<file path="config.mk">
export PLATFORM = sky130hd
export DESIGN_NAME = bpc_div
export DESIGN_NICKNAME = d
export VERILOG_FILES = /design/src/rtl/core/bpc_pkg.sv /design/src/rtl/core/bpc_div.sv
export SDC_FILE = /design/constraint.sdc
export NUM_CORES = 2
export LEC_CHECK = 0
export BUFFER_PORTS_ARGS = -buffer_cell sky130_fd_sc_hd__buf_2
export CORE_UTILIZATION = 55
export DETAILED_ROUTE_END_ITERATION = 8
export PLACE_DENSITY = 0.78
export SYNTH_ARGS = -nofsm -noshare
export SYNTH_HDL_FRONTEND = slang
export SYNTH_SLANG_ARGS = --single-unit
</file>
<file path="constraint.sdc">
create_clock -name clk -period 5 [get_ports clk]
set_input_delay 0 -clock clk [delete_from_list [all_inputs] [get_ports clk]]
set_output_delay 0 -clock clk [all_outputs]
set_load 0.03 [all_outputs]
</file>
<file path="src/rtl/core/bpc_pkg.sv">
// bpc_pkg: shared constants, types and helpers for the pressure compensation core.
// Used by bpc_div and barometric_pressure_compensation_core; no dependencies.
package bpc_pkg;

	localparam int DIV_STEPS = 32;

	// configuration register indexes
	localparam logic [2:0] REG_AC123 = 3'd0;
	localparam logic [2:0] REG_AC456 = 3'd1;
	localparam logic [2:0] REG_B1B2  = 3'd2;
	localparam logic [2:0] REG_MCMD  = 3'd3;
	localparam logic [2:0] REG_OSS   = 3'd4;

	localparam logic [31:0] B6_OFS    = 32'd4000;
	localparam logic [31:0] K_3038    = 32'd3038;
	localparam logic [31:0] K_7357    = 32'd7357;
	localparam logic [31:0] K_3791    = 32'd3791;
	localparam logic [31:0] K_50000   = 32'd50000;
	localparam logic [31:0] K_32768   = 32'd32768;

	// sideband that rides along the temperature divider
	typedef struct packed {
		logic        v;
		logic        flt;
		logic        neg;
		logic [31:0] x1;
		logic [18:0] up;
	} tside_t;

	// sideband that rides along the pressure divider
	typedef struct packed {
		logic        v;
		logic        flt;
		logic        psh;
		logic [27:0] temp;
	} pside_t;

	// arithmetic right shift of a 32-bit pattern
	function automatic logic [31:0] sra(input logic [31:0] v, input logic [4:0] s);
		sra = $unsigned($signed(v) >>> s);
	endfunction

	// sign-extend a 16-bit word
	function automatic logic [31:0] sx16(input logic [15:0] w);
		sx16 = {{16{w[15]}}, w};
	endfunction

endpackage

</file>
<file path="src/rtl/core/bpc_div.sv">
// bpc_div: pipelined unsigned 32/32 restoring divider, one quotient bit per stage.
// Depends on bpc_pkg. All stages advance on en.
module bpc_div (
	input  logic        clk,
	input  logic        en,
	input  logic [31:0] num,
	input  logic [31:0] den,
	output logic [31:0] quo
);

	logic [31:0] rem_s [bpc_pkg::DIV_STEPS];
	logic [31:0] nq_s  [bpc_pkg::DIV_STEPS];
	logic [31:0] dn_s  [bpc_pkg::DIV_STEPS];
	logic [31:0] rem_n [bpc_pkg::DIV_STEPS];
	logic [31:0] nq_n  [bpc_pkg::DIV_STEPS];
	logic [31:0] dn_n  [bpc_pkg::DIV_STEPS];

	always_comb begin
		logic [31:0] r_in;
		logic [31:0] q_in;
		logic [31:0] d_in;
		logic [32:0] pr;
		for (int k = 0; k < bpc_pkg::DIV_STEPS; k++) begin
			if (k == 0) begin
				r_in = '0;
				q_in = num;
				d_in = den;
			end else begin
				r_in = rem_s[k-1];
				q_in = nq_s[k-1];
				d_in = dn_s[k-1];
			end
			pr = {r_in, q_in[31]};
			if (pr >= {1'b0, d_in}) begin
				rem_n[k] = 32'(pr - {1'b0, d_in});
				nq_n[k]  = {q_in[30:0], 1'b1};
			end else begin
				rem_n[k] = pr[31:0];
				nq_n[k]  = {q_in[30:0], 1'b0};
			end
			dn_n[k] = d_in;
		end
	end

	always_ff @(posedge clk) begin
		if (en) begin
			for (int k = 0; k < bpc_pkg::DIV_STEPS; k++) begin
				rem_s[k] <= rem_n[k];
				nq_s[k]  <= nq_n[k];
				dn_s[k]  <= dn_n[k];
			end
		end
	end

	assign quo = nq_s[bpc_pkg::DIV_STEPS-1];

endmodule

</file>
== Yosys cells after proc, flatten, opt, wreduce, memory -nomap -nowiden ==
Memory sizes are Yosys's and may differ from the RTL's.
Cells that the tools add are included.

* Bits in registers: 0
* Memory bits (writable): 3,072
* Input port bits: 66
* Output and inout bits: 32
* Word-level logic and storage cells: 133
* Memories: 3

{| class="wikitable"
|+ Memories
! name !! words !! width !! rd ports !! clocked after memory_dff !! wr ports !! RTL line !! source
|-
| dn_s || 32 || 32 || 31 || 0 || 32 || bpc_div.sv:13 || <nowiki>logic [31:0] dn_s [bpc_pkg::DIV_STEPS];</nowiki>
|-
| nq_s || 32 || 32 || 32 || 0 || 32 || bpc_div.sv:12 || <nowiki>logic [31:0] nq_s [bpc_pkg::DIV_STEPS];</nowiki>
|-
| rem_s || 32 || 32 || 31 || 0 || 32 || bpc_div.sv:11 || <nowiki>logic [31:0] rem_s [bpc_pkg::DIV_STEPS];</nowiki>
|}

* $add $sub $neg: 32
* Order comparisons: 32
* Muxes and demuxes: 66

{| class="wikitable"
|+ Operators by type and width
! operator !! count
|-
| two-way mux 32 bit || 32
|-
| greater-or-equal comparator 33 x 32 -> 1 bit || 31
|-
| subtractor 32 bit || 31
|-
| two-way mux 1 bit || 34
|-
| greater-or-equal comparator 1 x 32 -> 1 bit || 1
|-
| subtractor 1 x 32 -> 32 bit || 1
|}

== Depth between registers and ports, before layout ==
* Word-level depth: 2
* Depth in mapped cells: 16
* Mapped depth without buffers: 13

== Worst setup path before layout ==
OpenSTA, ideal clock, no wires.

* Path type: register -> register
* Start point: memory dn_s[23][1], in the netlist dn_s[1][225]
* End point: memory rem_s[24][13], in the netlist rem_s[1][269], data pin
* Setup time: 0.260 ns
* Data arrival time: 3.031 ns
* Required time: 4.740 ns
* Setup slack: 1.709 ns
* Cell stages (with the launch flop): 14
* Path buffers: 2
* Clock period less this slack: 3.291 ns
* Cells stage by stage: edfxtp_1 > inv_1 > ha_1 > nor2b_1 > o31a_1 > o311ai_1 > o211a_1 > o21ai_1 > a31o_2 > a21boi_1 > o21a_1 > buf_2 > buf_2 > mux2_2

{| class="wikitable"
|+ RTL lines
! element !! RTL line
|-
| start: declaration || bpc_div.sv:13
|-
| end: declaration || bpc_div.sv:11
|}

==> results.txt <==
Arrival time worst endpoint -> 4990 ps
Post-synth design cell area -> 156,000 sq um
TritonCTS buffer count -> 318
Post-Synth Simple-Gate Area -> 7.89%
Slew headroom -> 26.4%
Starting DRT DRC Count -> 8,838
EDFF count, synth -> 3,008
Vias in the first global route -> 95,500
Post-Route WL -> 349,000 um
Status -> finished, final reports clean
IO Pins -> 98
Setup crit start kind -> register
Max-Cap Viols -> 0
Die Wd -> 535 um
Mapped Cells -> 12,800
Via count -> 99,100
Clock sink count -> 3,008
Worst Path Required -> 5670 ps
Setup CP Type -> register to register
Multi-input gate area -> 59,500 sq um
Reg-to-Reg Start -> dn_s[1][161]$_DFFE_PP_
Critical-path top delay cell -> a21oi_4
Synth Area in XOR/XNOR -> 4.39%
CP max stage delay -> 600 ps
Hold Crit Class -> input pin to register
Worst vdd ir -> 0.000326 V
Hold slack -> 120 ps
H-tree levels -> 5
Mux cell area share after synthesis -> 4.19%
Post-synthesis average cell area -> 12.2 sq um
R2R setup slack -> 680 ps
Most used cell, CP -> o21ai_2
Fill count -> 21,800
Crit. End Element -> register
Pins over their slew limit -> 0
Gr usage total -> 23.9%
Remaining design rule violation count -> 0
Final Hold Fails -> 0
Fin util -> 61.1%
CTS root buffer -> clkbuf_16
Clock transition at path regs -> 60 ps
WHS Path Cells -> 2
Core ar. -> 282,000 sq um
Pre-antenna DRT Iters -> 6
Syn-to-layout area delta -> 10.5%
CTS tree -> done
Final HPWL DP -> 258,000 um
Fin crit period -> 4320 ps
Final ANT Viol Nets -> 0
Crit path max fanout -> 19
Yosys reg bits -> 3,008
Worst r2r dst -> rem_s[1][215]$_DFFE_PP_
Final setup violation count -> 0
Gr ovfl total -> 0
Setup TNS -> 0 ps
Average wire per standard cell -> 20.4 um
Synth Area in Compound Gates -> 13.2%
Total area of sequential cells -> 90,300 sq um
Crit share post-route -> 86.5%
Largest family of logic cells by synthesized area -> compound AO/OA/AOI/OAI gates
# rows -> 195
IO buf count -> 97
Global-route wire length before repair -> 538,000 um
Yosys cell types -> 119
Initial antenna violation count -> 5
Post-synthesis async set-or-reset flop share -> 0%
Register area share after synthesis -> 57.9%
Die Area -> 286,000 sq um
Post-CTS Setup Bufs -> 0
Cell Chain, Critical Path -> inv_1 -> ha_1 -> or2_2 -> o21ai_0 -> a21oi_1 -> a211oi_2 -> o21a_1 -> o21ai_2 -> a311oi_4 -> o21ai_2 -> a21oi_4 -> buf_4 -> mux2_2
Longest Clk Path Bufs -> 4
Hold path start -> den[1]
Static Leak -> 69.4 nW
Pwr per Cell Area -> 652 nW/um^2
Largest net degree at the start of global routing -> 170
Placed cell count -> 16,400
Fmax -> 231 MHz
Fin nets -> 14,200
Initial Util -> 55.3%
Synth Area in Adders -> 8.35%
Routability Congestion -> 0.960
Clock skew -> 43.2 ps
Syn. warnings -> 0
Syn Nets -> 13,900
Hold EP -> dn_s[0][1]$_DFFE_PP_
Share of layout cells above drive strength 1 -> 9.95%
Via density -> 5.80
Worst Max-Slew Pin Slew -> 1100 ps
Primary FF master, synth -> edfxtp_1
RSZ-0062 raised after global routing -> no
Clock network latency to the later pin of the worst-skew pair -> 920 ps
R2r worst-path depth -> 13
Finished Layout Cells -> 17,100
Die height -> 535 um
## worst max-delay path by stage
stage	cells past startpoint	slack [ps]	start	endpoint
after floorplan	13	1710	dn_s[1][225]$_DFFE_PP_	rem_s[1][269]$_DFFE_PP_
after global placement	13	760	dn_s[0][129]$_DFFE_PP_	rem_s[0][164]$_DFFE_PP_
after detailed placement	13	720	dn_s[1][161]$_DFFE_PP_	rem_s[1][217]$_DFFE_PP_
after CTS	13	690	dn_s[1][161]$_DFFE_PP_	rem_s[1][217]$_DFFE_PP_
after global routing	13	440	dn_s[1][161]$_DFFE_PP_	rem_s[1][219]$_DFFE_PP_
final	13	680	dn_s[1][161]$_DFFE_PP_	rem_s[1][215]$_DFFE_PP_
## cells in the final DEF, fill, tap and decap left out, drive strengths merged, types with 207 or more instances in the layout
cell type and instances:
mux2 520, xor2 300, o21ai 759, clkbuf 369, a21oi 873, a21o 568, inv 1281, edfxtp 3008
nand3 207, ha 994, nand2 805, nor2 594, xnor2 482, buf 212
## worst max-delay path, delay by kind of cell, from the launching register on
kind | cells | cell delay, ps
fa+ha+maj | 1 | 210
mux | 1 | 350
compound gates | 8 | 2310
buf+inv | 2 | 390
flops | 1 | 490
simple gates | 1 | 300
## report_power, final
| group | internal [mW] | leakage (nW) | switching (mW) |
|---|---|---|---|
| logic | 22.0 | 35.0 | 27.0 |
| clock network | 13.3 | 4.98 | 9.90 |
| registers | 36.2 | 29.4 | 4.07 |
## timing repair
action                                 in CTS  in global routing
hold buffers                              128                  0
gates resized for setup                     0                  0
endpoints found under the hold margin     538                  0
## flip-flops by register name (all words and copies together), names as in the netlist
| register | cells |
|---|---|
| dn_s | 992 |
| rem_s | 992 |
| nq_s | 1024 |
## cells by family (layout without fill, tap and decap cells)
family,after synthesis,after routing
flip-flops,3008,3008
AND/OR/NAND/NOR,2560,2560
buffers and inverters,1622,2184
other,0,7
multiplexers,568,568
XOR/XNOR,782,782
AO/OA/AOI/OAI,3199,3199
adder cells (fa/ha/maj),1024,1024
## layout make-up
| type | count | area share [%] |
|---|---|---|
| inverters | 1266 | 2.76 |
| clock inverters | 209 | 1.16 |
| multi-input cells | 8133 | 34.5 |
| flip-flops and latches | 3008 | 52.4 |
| clock buffers | 369 | 4.79 |
| well taps | 3743 | 2.72 |
| repair buffers | 340 | 1.72 |
| diodes | 7 | 0.0102 |
## synthesized netlist by cell type, types with 72 or more instances
cell type / instances / area (sq um)
nand3_1: 207 / 1040
nand2_1: 805 / 3020
a31oi_1: 121 / 757
mux2_2: 453 / 5100
o21ai_0: 737 / 3690
o21a_1: 138 / 1040
o31ai_1: 84 / 631
ha_1: 994 / 12400
nor2b_1: 159 / 995
a21oi_1: 869 / 4350
inv_1: 1265 / 4750
and3_1: 88 / 551
o21bai_1: 110 / 826
xnor2_1: 482 / 4220
nor3_1: 151 / 756
buf_2: 85 / 425
nor2_1: 593 / 2230
clkbuf_1: 213 / 800
nand4_1: 160 / 1000
xor2_1: 300 / 2630
edfxtp_1: 3008 / 90300
a211oi_1: 72 / 541
nand2b_1: 119 / 744
a21o_1: 567 / 4260
## per-layer routing
metal	vias to the layer above	wire, um	share of wire (%)	GRT usage, %
li1	47800	-	-	-
met5	-	0	0	0
met3	778	19800	5.7	3.05
met4	0	15200	4.4	10.3
met1	47400	147000	42	31.3
met2	3044	167000	48	40.2
## metrics by stage
step / area (sq um) / setup WS [ps] / total power [mW]
2_1_floorplan: 156000 / 1710 / 76.1
3_3_place_gp: 161000 / 762 / 87.9
3_5_place_dp: 161000 / 723 / 88.6
4_1_cts: 172000 / 691 / 112
5_1_grt: 172000 / 445 / 119
6_report: 172000 / 676 / 112
No activity file was read; power rests on OpenSTA's default activity.
